**src/design/omd_pkg.sv**
```systemverilog
// ----------------------------------------------------------------------------
// omd_pkg
// Shared types and constants for the obstacle-aware motor drive.
// ----------------------------------------------------------------------------
`default_nettype none

package omd_pkg;

   localparam logic [15:0] PWM_FULL_SCALE = 16'd100;

   localparam int REQ_DATA_W = 24;
   localparam int RSP_DATA_W = 24;

   typedef enum logic [3:0] {
      ACT_STOP      = 4'd0,
      ACT_FWD       = 4'd1,
      ACT_BACK      = 4'd2,
      ACT_LEFT      = 4'd3,
      ACT_RIGHT     = 4'd4,
      ACT_JOY_STOP  = 4'd5,
      ACT_JOY_FWD   = 4'd6,
      ACT_JOY_BACK  = 4'd7,
      ACT_JOY_LEFT  = 4'd8,
      ACT_JOY_RIGHT = 4'd9
   } action_type;

   typedef enum logic [1:0] {
      PX_NONE  = 2'd0,
      PX_WRN1  = 2'd1,
      PX_WRN2  = 2'd2,
      PX_ALERT = 2'd3
   } prox_type;

   typedef enum logic [2:0] {
      ST_STOPPED = 3'd0,
      ST_WRN1    = 3'd1,
      ST_WRN1TO2 = 3'd2,
      ST_WRN2    = 3'd3,
      ST_FREE    = 3'd4
   } drive_state_type;

   // speed caps, by proximity level and resulting state
   localparam logic [6:0] CAP_WRN1_FREE    = 7'd40;
   localparam logic [6:0] CAP_WRN1_WRN1    = 7'd70;
   localparam logic [6:0] CAP_WRN2_FREE    = 7'd10;
   localparam logic [6:0] CAP_WRN2_WRN1TO2 = 7'd40;
   localparam logic [6:0] CAP_WRN2_WRN2    = 7'd60;
   localparam logic [6:0] CAP_ALERT        = 7'd0;

endpackage

`default_nettype wire

```
**src/design/obstacle_aware_motor_drive_top.sv**
```systemverilog
// ----------------------------------------------------------------------------
// obstacle_aware_motor_drive_top
// Drive command to PWM duties and direction pins, with an obstacle machine
// that caps forward speed by the front proximity level.
// ----------------------------------------------------------------------------
//  channel | dir | fields (tdata, low bit first)
//  req_    | in  | action[3:0] speed_left[11:4] speed_right[19:12]
//          |     | proximity[21:20] robot_stopped[22], zero pad [23]
//  rsp_    | out | duty_left[6:0] duty_right[13:7] reverse_left[14]
//          |     | reverse_right[15] drive_state[18:16], zero pad [23:19]
//
// One request per cycle while rsp_tready does not stall. A request is held in
// the input register, then its result is computed and loaded into the result
// register. Unsupported actions are dropped at that step and give no result.
// Synchronous reset clears both valid bits and sets the state to stopped.
// A stall on rsp_tready holds the result and backs up into req_tready.
// ----------------------------------------------------------------------------
`default_nettype none

module obstacle_aware_motor_drive_top (
   input  wire logic                          clock,
   input  wire logic                          reset,
   input  wire logic                          req_tvalid,
   output logic                               req_tready,
   // action, speed_left, speed_right, proximity, robot_stopped, pad
   input  wire logic [omd_pkg::REQ_DATA_W-1:0] req_tdata,
   output logic                               rsp_tvalid,
   input  wire logic                          rsp_tready,
   // duty_left, duty_right, reverse_left, reverse_right, drive_state, pad
   output logic [omd_pkg::RSP_DATA_W-1:0]      rsp_tdata
);
   import omd_pkg::*;

   // input register
   logic             in_valid_ff, in_valid_in;
   logic [3:0]       action_ff;
   logic [7:0]       speed_left_ff, speed_right_ff;
   logic [1:0]       proximity_ff;
   logic             robot_stopped_ff;

   // state and result register
   drive_state_type  state_ff, state_in;
   logic             out_valid_ff, out_valid_in;
   logic [6:0]       duty_left_ff, duty_left_in;
   logic [6:0]       duty_right_ff, duty_right_in;
   logic             rev_left_ff, rev_left_in;
   logic             rev_right_ff, rev_right_in;

   logic             advance;
   logic             has_result;
   logic             is_stop, is_fwd;
   logic [7:0]       sat_left, sat_right;
   logic [6:0]       cap_left, cap_right;
   logic [6:0]       inv_left, inv_right;
   logic             cap_en;
   logic [6:0]       cap_lim;
   drive_state_type  st_new;
   prox_type         prox;

   assign advance    = !out_valid_ff || rsp_tready;
   assign req_tready = !in_valid_ff || advance;
   assign in_valid_in = req_tready ? req_tvalid : in_valid_ff;
   assign prox       = prox_type'(proximity_ff);

   always_ff @(posedge clock) begin
      if (reset) begin
         in_valid_ff <= 1'b0;
      end else begin
         in_valid_ff <= in_valid_in;
      end
      if (req_tready && req_tvalid) begin
         action_ff        <= req_tdata[3:0];
         speed_left_ff    <= req_tdata[11:4];
         speed_right_ff   <= req_tdata[19:12];
         proximity_ff     <= req_tdata[21:20];
         robot_stopped_ff <= req_tdata[22];
      end
   end

   always_comb begin
      // saturate at full scale
      sat_left  = ({8'd0, speed_left_ff} > PWM_FULL_SCALE) ? PWM_FULL_SCALE[7:0]
                                                           : speed_left_ff;
      sat_right = ({8'd0, speed_right_ff} > PWM_FULL_SCALE) ? PWM_FULL_SCALE[7:0]
                                                            : speed_right_ff;
      inv_left  = 7'(PWM_FULL_SCALE[6:0] - sat_left[6:0]);
      inv_right = 7'(PWM_FULL_SCALE[6:0] - sat_right[6:0]);

      has_result = 1'b1;
      is_stop    = 1'b0;
      is_fwd     = 1'b0;
      case (action_type'(action_ff))
         ACT_STOP, ACT_JOY_STOP: is_stop = 1'b1;
         ACT_FWD, ACT_JOY_FWD:   is_fwd  = 1'b1;
         ACT_BACK, ACT_JOY_BACK, ACT_LEFT, ACT_RIGHT,
         ACT_JOY_LEFT, ACT_JOY_RIGHT: has_result = 1'b1;
         default:                has_result = 1'b0;
      endcase

      // obstacle machine
      if (is_stop) begin
         st_new = (state_ff != ST_STOPPED && !robot_stopped_ff) ? state_ff : ST_STOPPED;
      end else if (prox == PX_ALERT) begin
         st_new = ST_STOPPED;
      end else if (state_ff == ST_STOPPED) begin
         st_new = (prox == PX_WRN1) ? ST_WRN1 : ST_WRN2;
      end else if (prox == PX_WRN1) begin
         st_new = state_ff;
      end else if (state_ff == ST_WRN1) begin
         st_new = ST_WRN1TO2;
      end else if ((state_ff == ST_FREE || state_ff == ST_WRN1TO2) && robot_stopped_ff) begin
         st_new = ST_WRN2;
      end else begin
         st_new = state_ff;
      end
      if (prox == PX_NONE) begin
         st_new = ST_FREE;
      end

      cap_en  = 1'b0;
      cap_lim = CAP_ALERT;
      case (prox)
         PX_WRN1: begin
            if (st_new == ST_FREE) begin
               cap_en = 1'b1; cap_lim = CAP_WRN1_FREE;
            end else if (st_new == ST_WRN1) begin
               cap_en = 1'b1; cap_lim = CAP_WRN1_WRN1;
            end
         end
         PX_WRN2: begin
            if (st_new == ST_FREE) begin
               cap_en = 1'b1; cap_lim = CAP_WRN2_FREE;
            end else if (st_new == ST_WRN1TO2) begin
               cap_en = 1'b1; cap_lim = CAP_WRN2_WRN1TO2;
            end else if (st_new == ST_WRN2) begin
               cap_en = 1'b1; cap_lim = CAP_WRN2_WRN2;
            end
         end
         PX_ALERT: begin
            cap_en = 1'b1; cap_lim = CAP_ALERT;
         end
         default: cap_en = 1'b0;
      endcase
      cap_left  = (cap_en && sat_left  > {1'b0, cap_lim}) ? cap_lim : sat_left[6:0];
      cap_right = (cap_en && sat_right > {1'b0, cap_lim}) ? cap_lim : sat_right[6:0];

      duty_left_in  = sat_left[6:0];
      duty_right_in = sat_right[6:0];
      rev_left_in   = 1'b0;
      rev_right_in  = 1'b0;
      case (action_type'(action_ff))
         ACT_STOP, ACT_JOY_STOP: begin
            duty_left_in  = 7'd0;
            duty_right_in = 7'd0;
         end
         ACT_FWD, ACT_JOY_FWD: begin
            duty_left_in  = cap_left;
            duty_right_in = cap_right;
         end
         ACT_BACK, ACT_JOY_BACK: begin
            duty_left_in  = inv_left;
            duty_right_in = inv_right;
            rev_left_in   = 1'b1;
            rev_right_in  = 1'b1;
         end
         ACT_LEFT: begin
            duty_right_in = inv_left;
            rev_right_in  = 1'b1;
         end
         ACT_RIGHT: begin
            duty_left_in  = inv_right;
            rev_left_in   = 1'b1;
         end
         default: rev_left_in = 1'b0;
      endcase

      // advance the state only on stop and forward requests
      state_in     = state_ff;
      out_valid_in = out_valid_ff && !rsp_tready;
      if (advance && in_valid_ff) begin
         out_valid_in = has_result;
         if (is_stop || is_fwd) begin
            state_in = st_new;
         end
      end
   end

   always_ff @(posedge clock) begin
      if (reset) begin
         out_valid_ff <= 1'b0;
         state_ff     <= ST_STOPPED;
      end else begin
         out_valid_ff <= out_valid_in;
         state_ff     <= state_in;
      end
      if (advance && in_valid_ff && has_result) begin
         duty_left_ff  <= duty_left_in;
         duty_right_ff <= duty_right_in;
         rev_left_ff   <= rev_left_in;
         rev_right_ff  <= rev_right_in;
      end
   end

   // drive_state reports the state after the request, i.e. the state register
   assign rsp_tvalid = out_valid_ff;
   assign rsp_tdata  = {5'd0, state_ff, rev_right_ff, rev_left_ff,
                        duty_right_ff, duty_left_ff};

endmodule

`default_nettype wire

```
**config.mk**
```make
export PLATFORM = sky130hd
export DESIGN_NAME = obstacle_aware_motor_drive_top
export DESIGN_NICKNAME = d
export VERILOG_FILES = /design/src/design/omd_pkg.sv /design/src/design/obstacle_aware_motor_drive_top.sv
export SDC_FILE = /design/constraint.sdc
export NUM_CORES = 1
export LEC_CHECK = 0
export BUFFER_PORTS_ARGS = -buffer_cell sky130_fd_sc_hd__buf_2
export CAP_MARGIN = 5
export CORE_UTILIZATION = 55
export CTS_CLUSTER_DIAMETER = 60
export CTS_CLUSTER_SIZE = 12
export DETAILED_ROUTE_END_ITERATION = 10
export GPL_TIMING_DRIVEN = 0
export PLACE_DENSITY = 0.83
export SLEW_MARGIN = 30
export SYNTH_ARGS = -nofsm -noshare
export SYNTH_HDL_FRONTEND = slang
export SYNTH_SLANG_ARGS = --single-unit
```
**constraint.sdc**
```tcl
create_clock -name clock -period 4.8 [get_ports clock]
set_input_delay 0 -clock clock [delete_from_list [all_inputs] [get_ports clock]]
set_output_delay 0 -clock clock [all_outputs]
set_load 0.1 [all_outputs]
```
Word level (Yosys, flattened, before mapping)

Cells that the tools add are included.

Order comparisons: 4
Reductions and logical operators: 27
Mux-type cells: 33
$add $sub $neg: 2
Equal/unequal tests: 19

Operator list:

| cell                                                           | number |
|---|---|
| one-hot mux 7 bit (4 select lines)                             | 2 |
| 2-to-1 mux 7 bit                                               | 4 |
| 2-to-1 mux 3 bit                                               | 8 |
| 2-to-1 mux 6 bit                                               | 3 |
| equality test 4 x 3 -> 1 bit (second input constant)           | 4 |
| greater-than comparator 8 x 7 -> 1 bit                         | 2 |
| greater-than comparator 8 x 7 -> 1 bit (second input constant) | 2 |
| 2-to-1 mux 8 bit                                               | 2 |
| one-hot mux 7 bit (2 select lines)                             | 1 |
| subtractor 7 bit (first input constant)                        | 2 |
| 2-to-1 mux 1 bit                                               | 11 |
| OR reduction 10 bit                                            | 1 |
| equality test 3 x 2 -> 1 bit (second input constant)           | 3 |
| equality test 4 x 2 -> 1 bit (second input constant)           | 2 |
| equality test 4 bit (second input constant)                    | 2 |
| logical AND 1 bit                                              | 8 |
| equality test 3 x 1 -> 1 bit (second input constant)           | 2 |
| equality test 3 bit (second input constant)                    | 2 |
| OR reduction 2 bit                                             | 3 |
| OR reduction 3 bit                                             | 2 |
| equality test 2 bit (second input constant)                    | 2 |
| equality test 4 x 1 -> 1 bit (second input constant)           | 1 |
| zero test 1 bit                                                | 4 |
| zero test 4 bit                                                | 1 |
| 8 further kinds                                                | 11 |

Word-level logic and storage cells: 97
Output and inout bits: 26
Flip-flop bits (word level): 44

Logic depth before layout (Yosys ltp)

Gate-level depths: netlist of the first run.

Word-level depth: 19
Gate-level depth with buffers: 19
Mapped depth without buffers: 18

Worst setup path before layout of the first run

OpenSTA, ideal clock, no wires.

Kind: register to register
From: reg state_ff[0]
To: reg duty_right_ff[6] (data pin)
Path slack: 0.781 ns
Stages on the path, launching flop included: 16
Arrival time: 3.758 ns
Required time: 4.539 ns
Library setup time: 0.261 ns
Path buffers: 0
Cells stage by stage: dfxtp_1 > nand2b_1 > o31ai_1 > a211oi_2 > nor2_1 > nor3_1 > o221a_2 > inv_1 > ha_1 > a21oi_1 > a21oi_1 > a2111oi_0 > nor2_1 > o21ai_2 > nor2_1 > a221o_1

Longest elaborated chain between the ends: 19
Elaborated cells between the ends (all ways): 36
Those cells by class: 1 x order compare; 7 x eq/ne; 22 x mux; 6 x reduce/logical

Ends and longest elaborated chain:

| element                                                                    | line                                  | text |
|---|---|---|
| from (decl)                                                                | obstacle_aware_motor_drive_top.sv:42  | `drive_state_type state_ff, state_in;` |
| from (signal assigned)                                                     | obstacle_aware_motor_drive_top.sv:194 | `state_ff <= state_in;` |
| equality test 3 bit / equality test 3 x 2 -> 1 bit (equally long branches) | obstacle_aware_motor_drive_top.sv:111 | `end else if ((state_ff == ST_FREE \|\| state_ff == ST_WRN1TO2) && robot_stopped_ff) begin` |
| logical OR 1 bit                                                           | obstacle_aware_motor_drive_top.sv:111 |  |
| logical AND 1 bit                                                          | obstacle_aware_motor_drive_top.sv:111 |  |
| 2-to-1 mux 3 bit                                                           | obstacle_aware_motor_drive_top.sv:111 |  |
| 2-to-1 mux 3 bit                                                           | obstacle_aware_motor_drive_top.sv:109 | `end else if (state_ff == ST_WRN1) begin` |
| 2-to-1 mux 3 bit                                                           | obstacle_aware_motor_drive_top.sv:107 | `end else if (prox == PX_WRN1) begin` |
| 2-to-1 mux 3 bit                                                           | obstacle_aware_motor_drive_top.sv:105 | `end else if (state_ff == ST_STOPPED) begin` |
| 2-to-1 mux 3 bit                                                           | obstacle_aware_motor_drive_top.sv:103 | `end else if (prox == PX_ALERT) begin` |
| (+4 left out)                                                              | --                                    |  |
| 2-to-1 mux 6 bit                                                           | obstacle_aware_motor_drive_top.sv:133 | `end else if (st_new == ST_WRN1TO2) begin` |
| 2-to-1 mux 6 bit                                                           | obstacle_aware_motor_drive_top.sv:131 | `if (st_new == ST_FREE) begin` |
| one-hot mux 7 bit (2 select lines)                                         | obstacle_aware_motor_drive_top.sv:122 | `case (prox)` |
| greater-than comparator 8 x 7 -> 1 bit                                     | obstacle_aware_motor_drive_top.sv:145 | `cap_right = (cap_en && sat_right > {1'b0, cap_lim}) ? cap_lim : sat_right[6:0];` |
| logical AND 1 bit                                                          | obstacle_aware_motor_drive_top.sv:145 |  |
| 2-to-1 mux 7 bit *                                                         | obstacle_aware_motor_drive_top.sv:145 |  |
| one-hot mux 7 bit (4 select lines) *                                       | obstacle_aware_motor_drive_top.sv:151 | `case (action_type'(action_ff))` |
| named net duty_right_in[6]                                                 | obstacle_aware_motor_drive_top.sv:45  | `logic [6:0] duty_right_ff, duty_right_in;` |
| to (signal assigned)                                                       | obstacle_aware_motor_drive_top.sv:198 | `duty_right_ff <= duty_right_in;` |
| to (decl)                                                                  | obstacle_aware_motor_drive_top.sv:45  |  |

The timed path passes the listed nets; every way through them passes the cells marked *.
A chain may end at the register's enable or synchronous reset.

Worst setup path in the final report of the first run

From: reg proximity_ff[1] (netlist: prox[1])
To: reg duty_right_ff[6] (data pin)

Longest elaborated chain between the ends: 15
Elaborated cells between the ends (all ways): 30
Those cells by class: 1 x order compare; 7 x eq/ne; 20 x mux; 2 x reduce/logical

Ends and longest elaborated chain:

| element                                                     | line                                                                                                                | text |
|---|---|---|
| from (decl)                                                 | obstacle_aware_motor_drive_top.sv:38                                                                                | `logic [1:0] proximity_ff;` |
| from (signal assigned)                                      | obstacle_aware_motor_drive_top.sv:75                                                                                | `proximity_ff <= req_tdata[21:20];` |
| equality test 2 x 1 -> 1 bit                                | obstacle_aware_motor_drive_top.sv:106, obstacle_aware_motor_drive_top.sv:107, obstacle_aware_motor_drive_top.sv:122 |  |
| 2-to-1 mux 3 bit / 2-to-1 mux 2 bit (equally long branches) | obstacle_aware_motor_drive_top.sv:107, obstacle_aware_motor_drive_top.sv:106                                        |  |
| 2-to-1 mux 3 bit                                            | obstacle_aware_motor_drive_top.sv:105                                                                               |  |
| 2-to-1 mux 3 bit                                            | obstacle_aware_motor_drive_top.sv:103                                                                               |  |
| 2-to-1 mux 3 bit                                            | obstacle_aware_motor_drive_top.sv:101                                                                               | `if (is_stop) begin` |
| 2-to-1 mux 3 bit                                            | obstacle_aware_motor_drive_top.sv:116                                                                               | `if (prox == PX_NONE) begin` |
| equality test 3 x 2 -> 1 bit                                | obstacle_aware_motor_drive_top.sv:135                                                                               | `end else if (st_new == ST_WRN2) begin` |
| 2-to-1 mux 6 bit                                            | obstacle_aware_motor_drive_top.sv:135                                                                               |  |
| 2-to-1 mux 6 bit                                            | obstacle_aware_motor_drive_top.sv:133                                                                               |  |
| 2-to-1 mux 6 bit                                            | obstacle_aware_motor_drive_top.sv:131                                                                               |  |
| one-hot mux 7 bit (2 select lines)                          | obstacle_aware_motor_drive_top.sv:122                                                                               |  |
| greater-than comparator 8 x 7 -> 1 bit                      | obstacle_aware_motor_drive_top.sv:145                                                                               |  |
| logical AND 1 bit                                           | obstacle_aware_motor_drive_top.sv:145                                                                               |  |
| 2-to-1 mux 7 bit *                                          | obstacle_aware_motor_drive_top.sv:145                                                                               |  |
| one-hot mux 7 bit (4 select lines) *                        | obstacle_aware_motor_drive_top.sv:151                                                                               |  |
| named net duty_right_in[6]                                  | obstacle_aware_motor_drive_top.sv:45                                                                                |  |

Marks and branches as above.

==> results.yml, run 1 <==
outcome:
  outcome: "complete, no violations"
floorplanning:
  die_x_um: 77.3
  die-height_um: 77.3
  coreArea_sq_um: 5470
  design.die.area_sq_um: 5980
  pin_count: 54
  rows: 27
  start_util: 0.570
critical_path:
  cpPeakStageDelay_ps: 420
  worstPathArrival_ps: 4470
  startpoint_type: "flip-flop"
  cpMostUsedCell: "a21oi_1"
  critical_path.max_fanout: 8
  crit_path_cell_trace: "inv_1 > ha_1 > clkbuf_1 > nand2b_1 > a211oi_1 > o31ai_1 > a21oi_1 > nor3_1 > o221a_2 > inv_1 > ha_1 > a21oi_1 > a21oi_1 > a2111oi_0 > nor2_1 > o21ai_2 > nor2_1 > a221o_1"
  path_class: "flip-flop to flip-flop"
  crit_family: "compound AO/OA/AOI/OAI gates"
  crit_slowest_cell: "edfxtp_1"
  endpoint_kind: "flip-flop"
  critPathRequiredTime_ps: 4850
  crit_buf_inv: 3
  timing.critical_path.depth: 18
  ff2ff_setup_slack_ps: 380
  r2r_cells: 18
cts:
  cts.path.max_buffers: 2
  cts.sinks: 44
  cts_buffers: 5
  htree_levels: 2
  clk_pin_slew_ps: 80
  cts_tree: "yes"
  clk_latency_ps: 300
  cts_root_buf: "clkbuf_8"
  post_cts_buffers: 0
sta:
  drv_slew: 0
  fin_crit_ps: 4420
  maxSlewHeadroom: 0.398
  worst_pin_slew_ps: 896
  fin_tns_setup_ps: 0
  hold_viol_final: 0
  fin_worst_skew_ps: 13.4
  finalWorstSetupSlack_ps: 379
  setup_violations: 0
  period_share: 0.921
  fmax_mhz: 226
  rsz0062_at_grt: "no"
detailed_routing:
  routed_via_density: 6.06
  drt_iter0_drc: 292
  wl_per_cell_um: 16.2
  wl_met3_um: 541
  dr.pass1.iters: 5
  drc: 0
  ant_nets: 0
  met1_length_um: 3370
  wl_met2_um: 3850
  top_layer_used: "met4"
  wirelength_um: 7900
  num_vias: 2955
global_routing:
  grt_pass1_vias: 2659
  grt_pass1_wl_um: 12700
  grt_overflow_total: 0
  grt_usage: 0.275
  antenna_found_initial: 0
  grt_max_degree: 24
final_layout:
  ff_latch_area_sq_um: 1270
  antenna_cells: 0
  multiInputGateArea_sq_um: 1710
  synthToLayoutAreaGrowth_pct: 22.1
  layout-drive-gt1-share: 0.190
  layout_common_cells: "buf_2 (48), edfxtp_1 (39), a21oi_1 (34), nor2_1 (29), nand2_1 (26)"
  fin_nets: 461
  layoutNonFillerInstCount: 488
  nFillCells: 467
  layout_commonest_cell: "buf_2"
placement:
  place_inst: 455
  port_buffers: 47
  preCtsSetupSlack_ps: 365
  routabilityCongestion: 0.975
  hpwlAfterDp_um: 5660
logic_synthesis:
  ys_top_cells_by_area: "edfxtp_1 (38%), ha_1 (7.2%), a21oi_1 (5.5%)"
  synth_edf_count: 39
  synthArstFlopShare: 0
  yosys_warnings: 0
  yosysSeqAreaShare: 0.407
  mappedNetlistArea_sq_um: 3120
  ys_types: 64
  synth-main-ff-cell: "edfxtp_1"
  synth_top_area_share: 0.375
  post_synth.cell_area_avg_sq_um: 9.40
  yosys.area.top_type: "edfxtp_1"
  synth_seq_cells: 44
  syn_inst: 332
worst_hold_path:
  holdPathStages: 3
  hp-class: "input port to flip-flop"
power_and_ir_drop:
  vdd_drop_max_uv: 194
  p_leak_nw: 1.53
  power_density_nw_per_um2: 258
run:
  cap_violations: 0
[Yosys cell counts, types with 6 or more instances]
cell type	number
edfxtp_1	39
o21ai_0	22
nand2_1	26
inv_1	17
and2_1	10
ha_1	18
a21oi_1	34
nor2_1	29
a2bb2oi_1	7
clkbuf_1	8
a211oi_1	7
buf_4	7
nand2b_1	6
[layout make-up]
cell class / instances / area share
Clock buffer: 8 / 0.0236
Multi-Input combinational cell: 256 / 0.449
Timing Repair Buffer: 72 / 0.127
Buffer: 18 / 0.0253
Inverter: 18 / 0.0177
Tap cell: 72 / 0.0236
Sequential cell: 44 / 0.334
[repair_timing]
action                                  4_1_cts  5_1_grt
endpoints found under the hold margin        28        0
hold buffers                                 25        0
gates resized for setup                       0        1
endpoints found under the setup margin        0        1
[per-stage QoR]
step	hold WS (ps)	area, sq um	util	power, mW
final	42.2	3810	0.696	0.983
after global routing	64.4	3810	0.696	1.02
after CTS	24.6	3800	0.695	0.978
after detailed placement	178	3460	0.633	0.726
after global placement	176	3460	0.633	0.721
after floorplan	69.1	3140	-	0.668
[flip-flops by register name, indices dropped and copies added (netlist names)]
name / count
speed_left_ff: 8
speed_right_ff: 8
duty_left_ff: 7
duty_right_ff: 7
action_ff: 4
state_ff: 3
prox: 2
in_valid_ff: 1
rev_left_ff: 1
rev_right_ff: 1
robot_stopped_ff: 1
rsp_tvalid: 1
[final timing paths]
path / to / startpoint
max: duty_right_ff[6] / prox[1]
min: rsp_tvalid / rsp_tready
max reg2reg: duty_right_ff[6] / prox[1]
min reg2reg: rsp_tvalid / in_valid_ff
[cells by family (layout without fill, tap and decap cells)]
logic type | count (synthesis) | count (layout) | synth area share
flip-flops | 44 | 44 | 0.407
XOR/XNOR | 7 | 7 | 0.0220
multiplexers | 3 | 3 | 0.0100
AND/OR/NAND/NOR | 105 | 105 | 0.168
other | 1 | 5 | 0.00120
AO/OA/AOI/OAI | 115 | 115 | 0.257
buffers and inverters | 36 | 116 | 0.0525
adder cells (fa/ha/maj) | 21 | 21 | 0.0818
[worst min-delay path: cells and delay by family]
kind | cells | cell delay [ps]
AND/OR/NAND/NOR | 1 | 140
buffers and inverters | 1 | 80
AO/OA/AOI/OAI | 1 | 80
[power by group]
group	leakage [nW]	switching, mW	internal (mW)
Combinational	1.06	0.188	0.0974
Sequential	0.419	0.0152	0.440
Clock	0.0455	0.125	0.118
Total	1.53	0.328	0.655
[metal layers]
metal  up-vias  global-route usage
li1       1400                   -
met1      1410               0.359
met2       131               0.461
met3        14              0.0518
met4         0              0.0830
met5         -                   0
(Power assumes the default switching activity.)
==> run 2: changes to the inputs <==
- SETUP_SLACK_MARGIN: default -> 0.5
==> run 2 against run 1 <==
Compared with the run above:
- setup slack better by 310 ps
- sequential cell count unchanged
- non-clock buffer count up 3
- critical path depth unchanged
- total power up 0.97%
- global-route usage down 0.051 points
- register-to-register slack better by 310 ps
- final cell count up 0.61%
- critical endpoint is now duty_right_ff[3]
- combinational power up 4%
==> results.yml, run 2 (synthesis results as in run 1) <==
power_and_ir_drop:
  clock_power_share: 0.244
  internal-power_mw: 0.660
  vdd_drop_max_uv: 193
  p_switching_mw: 0.333
  p_leak_nw: 1.55
  switching_share: 0.336
  seqPwrFrac: 0.459
  power_density_nw_per_um2: 254
  power_frac_comb: 0.297
cts:
  clk_latency_ps: 300
  cts.path.max_buffers: 2
  cts_root_buf: "clkbuf_8"
  cts.sinks: 44
  clk_pin_slew_ps: 80
  htree_levels: 2
  cts_tree: "yes"
  cts_buffers: 5
placement:
  port_buffers: 47
  preCtsSetupSlack_ps: 365
  postPlaceCellArea_sq_um: 3460
  routabilityCongestion: 0.975
  hpwlAfterDp_um: 5660
final_layout:
  final_area_sq_um: 3900
  largestRegisters: "speed_left_ff x8, speed_right_ff x8"
  layout_common_cells: "buf_2 (49), edfxtp_1 (39), a21oi_1 (33), nor2_1 (28), nand2_1 (26)"
  layout-drive-gt1-share: 0.217
  ff_latch_area_sq_um: 1270
  final_util: 0.713
  fin_nets: 464
  antenna_cells: 0
  nFillCells: 450
  synthToLayoutAreaGrowth_pct: 25.0
  layout_commonest_cell: "buf_2"
  multiInputGateArea_sq_um: 1780
sta:
  fmax_mhz: 243
  drv_slew: 0
  worst_hold_slack_ps: 45.6
  setup_violations: 0
  rsz0062_at_grt: "no"
  fin_worst_skew_ps: 13.0
  worst_pin_slew_ps: 898
  fin_crit_ps: 4110
  finalWorstSetupSlack_ps: 690
  fin_tns_setup_ps: 0
  period_share: 0.856
  hold_viol_final: 0
  maxSlewHeadroom: 0.397
detailed_routing:
  dr.pass1.iters: 5
  wirelength_um: 8060
  num_vias: 2971
  routed_via_density: 6.05
  wl_per_cell_um: 16.4
  drt_iter0_drc: 317
  ant_nets: 0
  drc: 0
critical_path:
  cpPeakStageDelay_ps: 420
  path_class: "flip-flop to flip-flop"
  crit_buf_inv: 3
  crit_slowest_cell: "edfxtp_1"
  crit_family: "compound AO/OA/AOI/OAI gates"
  endpoint_kind: "flip-flop"
  startpoint_type: "flip-flop"
  critical_path.max_fanout: 8
  worstPathArrival_ps: 4170
  critPathRequiredTime_ps: 4860
  crit_path_cell_trace: "ha_1 > buf_2 > nand2b_1 > a211oi_2 > o31ai_4 > a21oi_4 > and2_1 > inv_1 > nand2_1 > inv_1 > ha_1 > nand3b_1 > a21oi_1 > a2111oi_1 > nor2_1 > o21ai_2 > a211o_2 > a221o_1"
global_routing:
  grt_max_degree: 24
  grt_pass1_vias: 2664
  grt_usage: 0.274
  grt_pass1_wl_um: 12700
  grt_overflow_total: 0
  antenna_found_initial: 0
floorplanning:
  die_x_um: 77.3
  die-height_um: 77.3
  start_util: 0.570
  rows: 27
  pin_count: 54
  design.die.area_sq_um: 5980
  coreArea_sq_um: 5470
worst_hold_path:
  hp-class: "input port to flip-flop"
run:
  cap_violations: 0
outcome:
  outcome: "complete, no violations"
-- run 2: cell count changes in the layout (fill, tap and decap cells not counted), sizes merged --
cell    change
clkbuf      -1
buf         +4
-- run 2: worst paths after layout --
kind,end,startpoint,cells past startpoint,slack (ps)
worst min-delay path,rsp_tvalid,rsp_tready,3,50
worst min register to register,rsp_tvalid,in_valid_ff,2,530
worst max-delay path,duty_right_ff[3],prox[0],18,690
worst max register to register,duty_right_ff[3],prox[0],18,690
-- run 2: area by class of cell --
cell class,instances,share of cell area
clock buffer,8,0.0231
tap,72,0.0231
multi-input combinational,256,0.456
sequential,44,0.326
timing repair buffer,75,0.130
inverter,18,0.0173
buffer,18,0.0250
-- run 2: stage by stage --
stage | power [mW] | std cells
detailed placement | 0.726 | 455
CTS | 0.979 | 488
global route | 1.03 | 491
global placement | 0.721 | 455
floorplan | 0.668 | 336
finish | 0.993 | 491
-- run 2: power groups by stage --
| stage | combinational [mW] | clock [mW] | sequential (mW) |
|---|---|---|---|
| floorplan | 0.165 | 0 | 0.503 |
| global placement | 0.258 | 0 | 0.463 |
| detailed placement | 0.262 | 0 | 0.464 |
| CTS | 0.279 | 0.244 | 0.455 |
| global route | 0.317 | 0.259 | 0.458 |
| finish | 0.295 | 0.242 | 0.456 |
-- run 2: tightest hold or removal path, cell delays in order --
cell and delay (ps):
buf_2 80, nand2b_1 140, a21oi_1 80
-- run 2: timing repair --
action                                  CTS  global route
gates resized for setup                   2            14
hold buffers                             25             0
endpoints found under the setup margin    5            13
pin swaps                                 0             2
setup buffers                             0             3
gates cloned                              0             0
hold endpoints to repair                 28             0
-- run 2: routing by layer --
layer  GRT usage  part of all wire  routed length (um)
met3      0.0518             0.064                 514
met4      0.0830             0.025                 200
met1       0.356              0.43                3450
met2       0.462              0.48                3900
met5           0                 0                   0
